## src/rtl/core/escaped_command_packet_decoder_top_defines.svh

```systemverilog
// Assertion helpers for the packet decoder. Each expects clk and rst_n in scope.
`ifndef ESCAPED_COMMAND_PACKET_DECODER_TOP_DEFINES_SVH
`define ESCAPED_COMMAND_PACKET_DECODER_TOP_DEFINES_SVH

// Consequent must hold in the cycle after the antecedent.
`define ECPD_ASSERT_NEXT(lbl, ante, cons, msg) \
  lbl: assert property (@(posedge clk) disable iff (!rst_n) (ante) |=> (cons)) \
    else $error(msg);

// Consequent must hold in the same cycle as the antecedent.
`define ECPD_ASSERT_SAME(lbl, ante, cons, msg) \
  lbl: assert property (@(posedge clk) disable iff (!rst_n) (ante) |-> (cons)) \
    else $error(msg);

`endif

```

## src/rtl/core/ecpd_pkg.sv

```systemverilog
`default_nettype none

package ecpd_pkg;

  typedef enum logic [2:0] {
    PH_HUNT = 3'd0,
    PH_CMD  = 3'd1,
    PH_HIGH = 3'd2,
    PH_LOW  = 3'd3,
    PH_ESC  = 3'd4
  } phase_t;

  typedef enum logic [1:0] {
    ACT_NONE   = 2'd0,
    ACT_PERIOD = 2'd1,
    ACT_LED    = 2'd2,
    ACT_DUTY   = 2'd3
  } action_t;

  localparam logic [7:0] START_BYTE = 8'hFF;
  localparam logic [7:0] ESC_LOW    = 8'h02;
  localparam logic [7:0] ESC_HIGH   = 8'h04;
  localparam logic [7:0] ESC_BOTH   = 8'h06;

  localparam logic [7:0] CMD_PERIOD = 8'h01;
  localparam logic [7:0] CMD_LED    = 8'h02;
  localparam logic [7:0] CMD_DUTY   = 8'h03;

  localparam logic [15:0] PERIOD_RESET = 16'd1999;
  localparam logic [15:0] DUTY_RESET   = 16'd1000;

endpackage

`default_nettype wire

```

## src/rtl/core/escaped_command_packet_decoder_top.sv

```systemverilog
// Packet decoder for a byte stream: hunts for a 0xFF start byte, then takes a
// command, a data high byte, a data low byte and an escape byte that restores
// 0xFF into the low (0x02), high (0x04) or both (0x06) data bytes. Command 1
// loads the period, 2 the LED byte, 3 the duty; others change nothing. One
// result leaves per completed packet, from an output register in the cycle after
// the escape byte is taken. One byte is accepted every cycle; the only hold-up
// is in_stall, raised while a finished result sits in the output register and
// the consumer stalls it.
`default_nettype none

`include "escaped_command_packet_decoder_top_defines.svh"

module escaped_command_packet_decoder_top (
  input  wire logic        clk,
  input  wire logic        rst_n,
  input  wire logic        in_valid,
  output logic             in_stall,
  input  wire logic [7:0]  in_rx_byte,
  output logic             out_valid,
  input  wire logic        out_stall,
  output logic [15:0]      out_period_value,
  output logic [15:0]      out_duty_value,
  output logic [7:0]       out_led_value,
  output logic [1:0]       out_applied_action,
  output logic [7:0]       out_packet_command,
  output logic [15:0]      out_packet_word
);

  ecpd_pkg::phase_t  phase_r, phase_nxt;
  logic [7:0]        cmd_r, cmd_nxt;
  logic [7:0]        high_r, high_nxt;
  logic [7:0]        low_r, low_nxt;
  logic [15:0]       period_r, period_nxt;
  logic [15:0]       duty_r, duty_nxt;
  logic [7:0]        led_r, led_nxt;

  logic              ovalid_r, ovalid_nxt;
  logic [15:0]       operiod_r, oduty_r, oword_r;
  logic [7:0]        oled_r, ocmd_r;
  ecpd_pkg::action_t oact_r;

  logic              in_take;
  logic              pkt_done;
  logic [7:0]        fix_hi, fix_lo;
  logic [15:0]       word;
  ecpd_pkg::action_t act;

  assign in_stall = ovalid_r && out_stall;
  assign in_take  = in_valid && !in_stall;

  // Escape restoration on the final byte of the packet.
  always_comb begin
    fix_hi = high_r;
    fix_lo = low_r;
    unique case (in_rx_byte)
      ecpd_pkg::ESC_LOW:  fix_lo = ecpd_pkg::START_BYTE;
      ecpd_pkg::ESC_HIGH: fix_hi = ecpd_pkg::START_BYTE;
      ecpd_pkg::ESC_BOTH: begin
        fix_lo = ecpd_pkg::START_BYTE;
        fix_hi = ecpd_pkg::START_BYTE;
      end
      default: ;
    endcase
  end

  assign word = {fix_hi, fix_lo};

  always_comb begin
    phase_nxt  = phase_r;
    cmd_nxt    = cmd_r;
    high_nxt   = high_r;
    low_nxt    = low_r;
    period_nxt = period_r;
    duty_nxt   = duty_r;
    led_nxt    = led_r;
    act        = ecpd_pkg::ACT_NONE;
    pkt_done   = 1'b0;
    if (in_take) begin
      unique case (phase_r)
        ecpd_pkg::PH_CMD: begin
          cmd_nxt   = in_rx_byte;
          phase_nxt = ecpd_pkg::PH_HIGH;
        end
        ecpd_pkg::PH_HIGH: begin
          high_nxt  = in_rx_byte;
          phase_nxt = ecpd_pkg::PH_LOW;
        end
        ecpd_pkg::PH_LOW: begin
          low_nxt   = in_rx_byte;
          phase_nxt = ecpd_pkg::PH_ESC;
        end
        ecpd_pkg::PH_ESC: begin
          pkt_done  = 1'b1;
          phase_nxt = ecpd_pkg::PH_HUNT;
          unique case (cmd_r)
            ecpd_pkg::CMD_PERIOD: begin
              period_nxt = word;
              act        = ecpd_pkg::ACT_PERIOD;
            end
            ecpd_pkg::CMD_LED: begin
              led_nxt = fix_lo;
              act     = ecpd_pkg::ACT_LED;
            end
            ecpd_pkg::CMD_DUTY: begin
              duty_nxt = word;
              act      = ecpd_pkg::ACT_DUTY;
            end
            default: act = ecpd_pkg::ACT_NONE;
          endcase
        end
        // Hunting, and any phase code that cannot be reached.
        default: begin
          phase_nxt = (in_rx_byte == ecpd_pkg::START_BYTE) ? ecpd_pkg::PH_CMD
                                                            : ecpd_pkg::PH_HUNT;
        end
      endcase
    end
  end

  // Load a new result, or drop the old one once it has been taken.
  always_comb begin
    ovalid_nxt = ovalid_r;
    if (pkt_done) begin
      ovalid_nxt = 1'b1;
    end else if (!out_stall) begin
      ovalid_nxt = 1'b0;
    end
  end

  always_ff @(posedge clk) begin
    if (!rst_n) begin
      phase_r  <= ecpd_pkg::PH_HUNT;
      cmd_r    <= '0;
      high_r   <= '0;
      low_r    <= '0;
      period_r <= ecpd_pkg::PERIOD_RESET;
      duty_r   <= ecpd_pkg::DUTY_RESET;
      led_r    <= '0;
      ovalid_r <= 1'b0;
    end else begin
      phase_r  <= phase_nxt;
      cmd_r    <= cmd_nxt;
      high_r   <= high_nxt;
      low_r    <= low_nxt;
      period_r <= period_nxt;
      duty_r   <= duty_nxt;
      led_r    <= led_nxt;
      ovalid_r <= ovalid_nxt;
    end
  end

  always_ff @(posedge clk) begin
    if (pkt_done) begin
      operiod_r <= period_nxt;
      oduty_r   <= duty_nxt;
      oled_r    <= led_nxt;
      oact_r    <= act;
      ocmd_r    <= cmd_r;
      oword_r   <= word;
    end
  end

  assign out_valid          = ovalid_r;
  assign out_period_value   = operiod_r;
  assign out_duty_value     = oduty_r;
  assign out_led_value      = oled_r;
  assign out_applied_action = oact_r;
  assign out_packet_command = ocmd_r;
  assign out_packet_word    = oword_r;

  `ECPD_ASSERT_NEXT(a_esc_emits, in_take && phase_r == ecpd_pkg::PH_ESC,
    out_valid && phase_r == ecpd_pkg::PH_HUNT, "escape byte did not complete packet")
  `ECPD_ASSERT_SAME(a_period_word, out_valid && oact_r == ecpd_pkg::ACT_PERIOD,
    out_period_value == out_packet_word, "period result differs from word")
  `ECPD_ASSERT_SAME(a_led_word, out_valid && oact_r == ecpd_pkg::ACT_LED,
    out_led_value == out_packet_word[7:0], "LED result differs from low byte")
  `ECPD_ASSERT_NEXT(a_hunt_drop,
    in_take && phase_r == ecpd_pkg::PH_HUNT && in_rx_byte != ecpd_pkg::START_BYTE,
    phase_r == ecpd_pkg::PH_HUNT, "non-start byte left hunting")

endmodule

`default_nettype wire
```

## config.mk

```make
export PLATFORM = sky130hd
export DESIGN_NAME = escaped_command_packet_decoder_top
export DESIGN_NICKNAME = d
export VERILOG_FILES = /design/src/rtl/core/ecpd_pkg.sv /design/src/rtl/core/escaped_command_packet_decoder_top.sv
export VERILOG_INCLUDE_DIRS = /design/src /design/src/rtl/core
export SDC_FILE = /design/constraint.sdc
export NUM_CORES = 1
export LEC_CHECK = 0
export ABC_CLOCK_PERIOD_IN_PS = 12200
export BUFFER_PORTS_ARGS = -buffer_cell sky130_fd_sc_hd__buf_4
export CAP_MARGIN = 20
export CORE_AREA = 2 2 94 96
export DETAILED_ROUTE_END_ITERATION = 8
export DIE_AREA = 0 0 96 98
export GPL_ROUTABILITY_DRIVEN = 0
export GPL_TIMING_DRIVEN = 0
export PLACE_DENSITY = 0.83
export SLEW_MARGIN = 20
export SYNTH_ARGS = -nofsm -noshare
export SYNTH_HDL_FRONTEND = slang
export SYNTH_SLANG_ARGS = --single-unit
```

## constraint.sdc

```tcl
create_clock -name clk -period 12.2 [get_ports clk]
set_input_delay 0.61 -clock clk [delete_from_list [all_inputs] [get_ports clk]]
set_output_delay 0.61 -clock clk [all_outputs]
set_load 0.05 [all_outputs]
```

# After elaboration in Yosys (flattened, before gate mapping)
# Index checks and enable logic that the tools add are counted.
[word_totals]
out_inout_bits = 68
word_cells = 53
input_bits = 12
ff_bits = 134
[classes]
mux = 18
eq_ne = 12
n_reduce_logical = 9
[ops]
columns = ["op", "count"]
rows = [
  ["two-way mux 16 bit", 6],
  ["two-way mux 8 bit", 5],
  ["equality test 8 x 2 -> 1 bit, second input constant", 3],
  ["equality test 8 x 3 -> 1 bit, second input constant", 2],
  ["one-hot mux 3 bit (4 select lines)", 1],
  ["equality test 8 x 1 -> 1 bit, second input constant", 1],
  ["equality test 8 bit, second input constant", 1],
  ["AND reduction 2 bit", 4],
  ["equality test 3 x 2 -> 1 bit, second input constant", 2],
  ["one-hot mux 2 bit (3 select lines)", 1],
  ["two-way mux 1 bit", 5],
  ["OR reduction 2 bit", 2],
  ["equality test 3 x 1 -> 1 bit, second input constant", 1],
  ["equality test 3 bit, second input constant", 1],
  ["logical AND 1 bit", 2],
  ["inequality test 2 x 1 -> 1 bit, second input constant", 1],
  ["logical NOT 1 bit", 1],
]

# Longest topological paths before layout
[depth]
word_depth = 6
ltp_mapped = 6
mapped_depth_nobuf = 4

# Worst setup path after synthesis
# OpenSTA, ideal clock, no wires.
[synth_timing]
path_type = "input -> register"
start = "input port in_valid"
end = "register oact_r[0], in the netlist out_applied_action[0] (enable)"
arrival_ps = 3825
setup_time_ps = 493
path_stages = 3
path_buffers = 1
setup_slack_ps = 7883
required_ps = 11707
path_cell_list = "a21bo_2 -> buf_2 -> nor2_1"
[synth_between]
elab_chain_cells = 2
[synth_lines]
columns = ["element", "line_no", "source"]
rows = [
  ["start: declaration", "escaped_command_packet_decoder_top.sv:16", "input wire logic in_valid,"],
  ["logical AND 1 bit", "escaped_command_packet_decoder_top.sv:49", "assign in_take = in_valid && !in_stall;"],
  ["two-way mux 1 bit", "escaped_command_packet_decoder_top.sv:78", "if (in_take) begin"],
  ["end signal: assignment", "escaped_command_packet_decoder_top.sv:157", "oact_r <= act;"],
  ["end: declaration", "escaped_command_packet_decoder_top.sv:40", "ecpd_pkg::action_t oact_r;"],
]
# No other way between the ends.
# A chain may end at the register's enable or synchronous reset.

# Worst setup path in the final report
[layout_timing]
start = "register cmd_r[1]"
end = "register period_r[10]"
[layout_between]
elab_chain_cells = 4
[layout_lines]
columns = ["element", "line_no", "source"]
rows = [
  ["start: declaration", "escaped_command_packet_decoder_top.sv:30", "logic [7:0] cmd_r, cmd_nxt;"],
  ["start signal: assignment", "escaped_command_packet_decoder_top.sv:142", "cmd_r <= cmd_nxt;"],
  ["equality test 8 x 1 -> 1 bit", "escaped_command_packet_decoder_top.sv:95", "unique case (cmd_r)"],
  ["two-way mux 16 bit", "escaped_command_packet_decoder_top.sv:95", ""],
  ["two-way mux 16 bit", "escaped_command_packet_decoder_top.sv:79", "unique case (phase_r)"],
  ["two-way mux 16 bit", "escaped_command_packet_decoder_top.sv:78", ""],
  ["net period_nxt[10]", "escaped_command_packet_decoder_top.sv:33", "logic [15:0] period_r, period_nxt;"],
  ["end signal: assignment", "escaped_command_packet_decoder_top.sv:136", "period_r <= ecpd_pkg::PERIOD_RESET;"],
  ["end signal: assignment", "escaped_command_packet_decoder_top.sv:145", "period_r <= period_nxt;"],
  ["end: declaration", "escaped_command_packet_decoder_top.sv:33", ""],
]
# The timed path passes the listed nets, and every way through them passes these cells.

==> impl_metrics.ini <==
[global_route]
antenna_found_initial = 0
grtUsageTotal_pct = 21.3
grt_max_degree = 31
grt_pass1_wl_um = 14800
grt-ovfl-total = 0
grt_pass1_vias = 2865

[cts]
clock_latency_ns = 0.52
post_cts_buffers = 0
htree_levels = 4
cts_tree = built
ctsHoldBuffers = 0
cts_sinks = 134
numCtsBuffers = 17
path_clk_slew_ns = 0.06
clock-root-buffer = clkbuf_8
cts_resized = 0
clock_path_buffers = 2

[floorplanning]
die_w_um = 96
start_util_pct = 58.1
die_area_um2 = 9410
core_um2 = 8470
io_pins = 80
num_rows = 34
die_y_um = 98

[timing]
relSlewSlack_pct = 43.0
final-max-slew-violation-count = 0
finalCritPeriodShare_pct = 21.5
finalHoldViolCount = 0
final.setup.tns_ns = 0
worst_slew_pin_slew_ns = 0.849
rsz0062_at_grt = no
fmax_mhz = 381
setup_viol = 0
period_minus_slack_ns = 2.62
clock_skew_ns = 0.00690

[critical_path]
r2r_start = cmd_r[1]$_SDFFE_PN0P_
path_class = flop to flop
critPathArrivalTime_ns = 3.03
crit_required_ns = 12.60
critPathCaptureType = flop
cp_max_fo = 10
startpoint_type = flop
startpoint = cmd_r[1]$_SDFFE_PN0P_

[pwr]
internal_power_uw = 830
seqPwrFrac_pct = 45.8
ir_worst_vdd_uv = 112
p_sw_uw = 191
switching_share_pct = 18.7
power_mw = 1.02
powerDensity_nw_per_um2 = 161
p_comb_share_pct = 1.3
pwr-share-clk_pct = 52.9
p_leak_nw = 2.42

[worst_hold_path]
hold_start = rst_n
hold_class = input pin to flop

[detailed_routing]
dr.pass1.iters = 4
first_iter_violations = 148
via_count = 2957
via_per_inst = 5.33
wl_per_cell_um = 17.0
ant_nets = 0
drt_wl_total_um = 9430
drcViolationCount = 0

[layout]
n_antenna_cell = 0
layout-drive-gt1-share_pct = 41.2
area_growth_pct = 28.7
fin_nets = 446

[synth]
synth-seq-cells = 134
synth_cell_types = 34
synth_area_per_cell_um2 = 14.7
syn-cell-area_um2 = 4920
yosys.area.top_type_share_pct = 40.3
ys.flop_type = dfxtp_1
yosysTopAreaCell = edfxtp_1
ys_seq_area_share_pct = 68.0
syn_inst = 334
async_reset_ff_share_pct = 0
synthesis.nets = 346
yosysWarnings = 0
synth-edff-count = 66
synth_area_leaders = edfxtp_1, dfxtp_1, mux2_2, mux2i_1, and2_1

[placement]
place_hpwl_um = 6120
port_buffers = 79

[run_status]
status = complete, no violations

[flow_run]
cap_violations = 0
-- cell type report --
type / instances / area (um2)
plain buffers: 16 / 83.8
clock buffers: 20 / 435
clock inverters: 12 / 201
fillers: 518 / 2140
inverters: 1 / 3.75
multi-input cells: 183 / 1490
flip-flops and latches: 134 / 3340
well taps: 108 / 135
repair buffers: 81 / 633
-- flip-flops by register name (all words and copies together) (netlist names) --
name	flops
high_r	8
out_led_value	8
out_packet_word	16
low_r	8
phase_r	3
cmd_r	8
led_r	8
period_r	16
out_packet_command	8
out_period_value	16
out_applied_action	2
out_valid	1
out_duty_value	16
duty_r	16
-- cell usage after synthesis, types with 2 or more instances --
master     n
or3b_2     2
o21ai_0    2
or4b_2     2
dfxtp_1   68
nor2_1    28
nand4_1    2
a21oi_1    3
clkbuf_1  11
mux2_4     8
nand2_1    2
mux2_2    32
nor2b_1    2
edfxtp_1  66
o21bai_1  16
nor3_1     2
and2_1    26
or2_2     18
buf_6      3
nor4_4     3
mux2i_1   24
-- path summary, 6_finish.rpt --
| path | cells past startpoint | end | slack [ns] |
|---|---|---|---|
| worst min-delay path | 2 | period_r[12]$_SDFF_PN0_ | 0.39 |
| worst max-delay path | 5 | period_r[10]$_SDFF_PN1_ | 9.58 |
| worst max register to register | 5 | period_r[10]$_SDFF_PN1_ | 9.58 |
| worst min register to register | 0 | out_packet_command[5]$_DFFE_PP_ | 0.48 |
-- routing by layer --
metal | global-route usage [%] | up-vias | share of wire, %
met5 | 0 | - | 0
met4 | 10.1 | 0 | 2.2
met3 | 5.94 | 22 | 6.6
met2 | 33.6 | 106 | 49
met1 | 27.0 | 1432 | 42
li1 | - | 1397 | -
-- layout by cell type (no fill, tap or decap), drive strengths merged, types with 4 or more instances in the layout --
cell	count
and2	26
buf	86
bufinv	5
clkbuf	31
clkinv	4
dfxtp	68
edfxtp	66
mux2	40
mux2i	24
nor2	28
o21bai	16
or2	18
-- cell families (layout without fill, tap and decap cells) --
logic type | Yosys count | in the layout | synth area share, %
flip-flops | 134 | 134 | 68.0
buffers and inverters | 17 | 130 | 1.78
AND/OR/NAND/NOR | 94 | 94 | 11.9
multiplexers | 64 | 64 | 14.7
AO/OA/AOI/OAI | 25 | 25 | 3.64
-- worst max-delay path, cell delays in order (launching register included) --
cell and delay, ns:
dfxtp_1 0.34, or4b_2 0.72, nor4_4 0.57, buf_6 0.25, mux2_2 0.36, or2_2 0.27
-- stage by stage --
stage               utilization (%)  hold WS, ns  worst slack, ns  cell area, um2  instances
floorplan                         -        0.430             7.88            4920        334
detailed placement             67.2        0.459             9.35            5690        523
global placement               66.7        0.457             6.71            5650        521
CTS                            74.8        0.367             9.56            6330        555
global route                   74.8        0.395             9.50            6330        555
finish                         74.8        0.391             9.58            6330        555
-- power by group through the flow --
stage	sequential (mW)	clock, mW	combinational, mW
after floorplan	0.478	0	0.00553
after global placement	0.478	0	0.0129
after detailed placement	0.478	0	0.0133
after CTS	0.468	0.544	0.0134
after global routing	0.468	0.566	0.0145
final	0.468	0.540	0.0136
No activity file was read; power rests on OpenSTA's default activity.
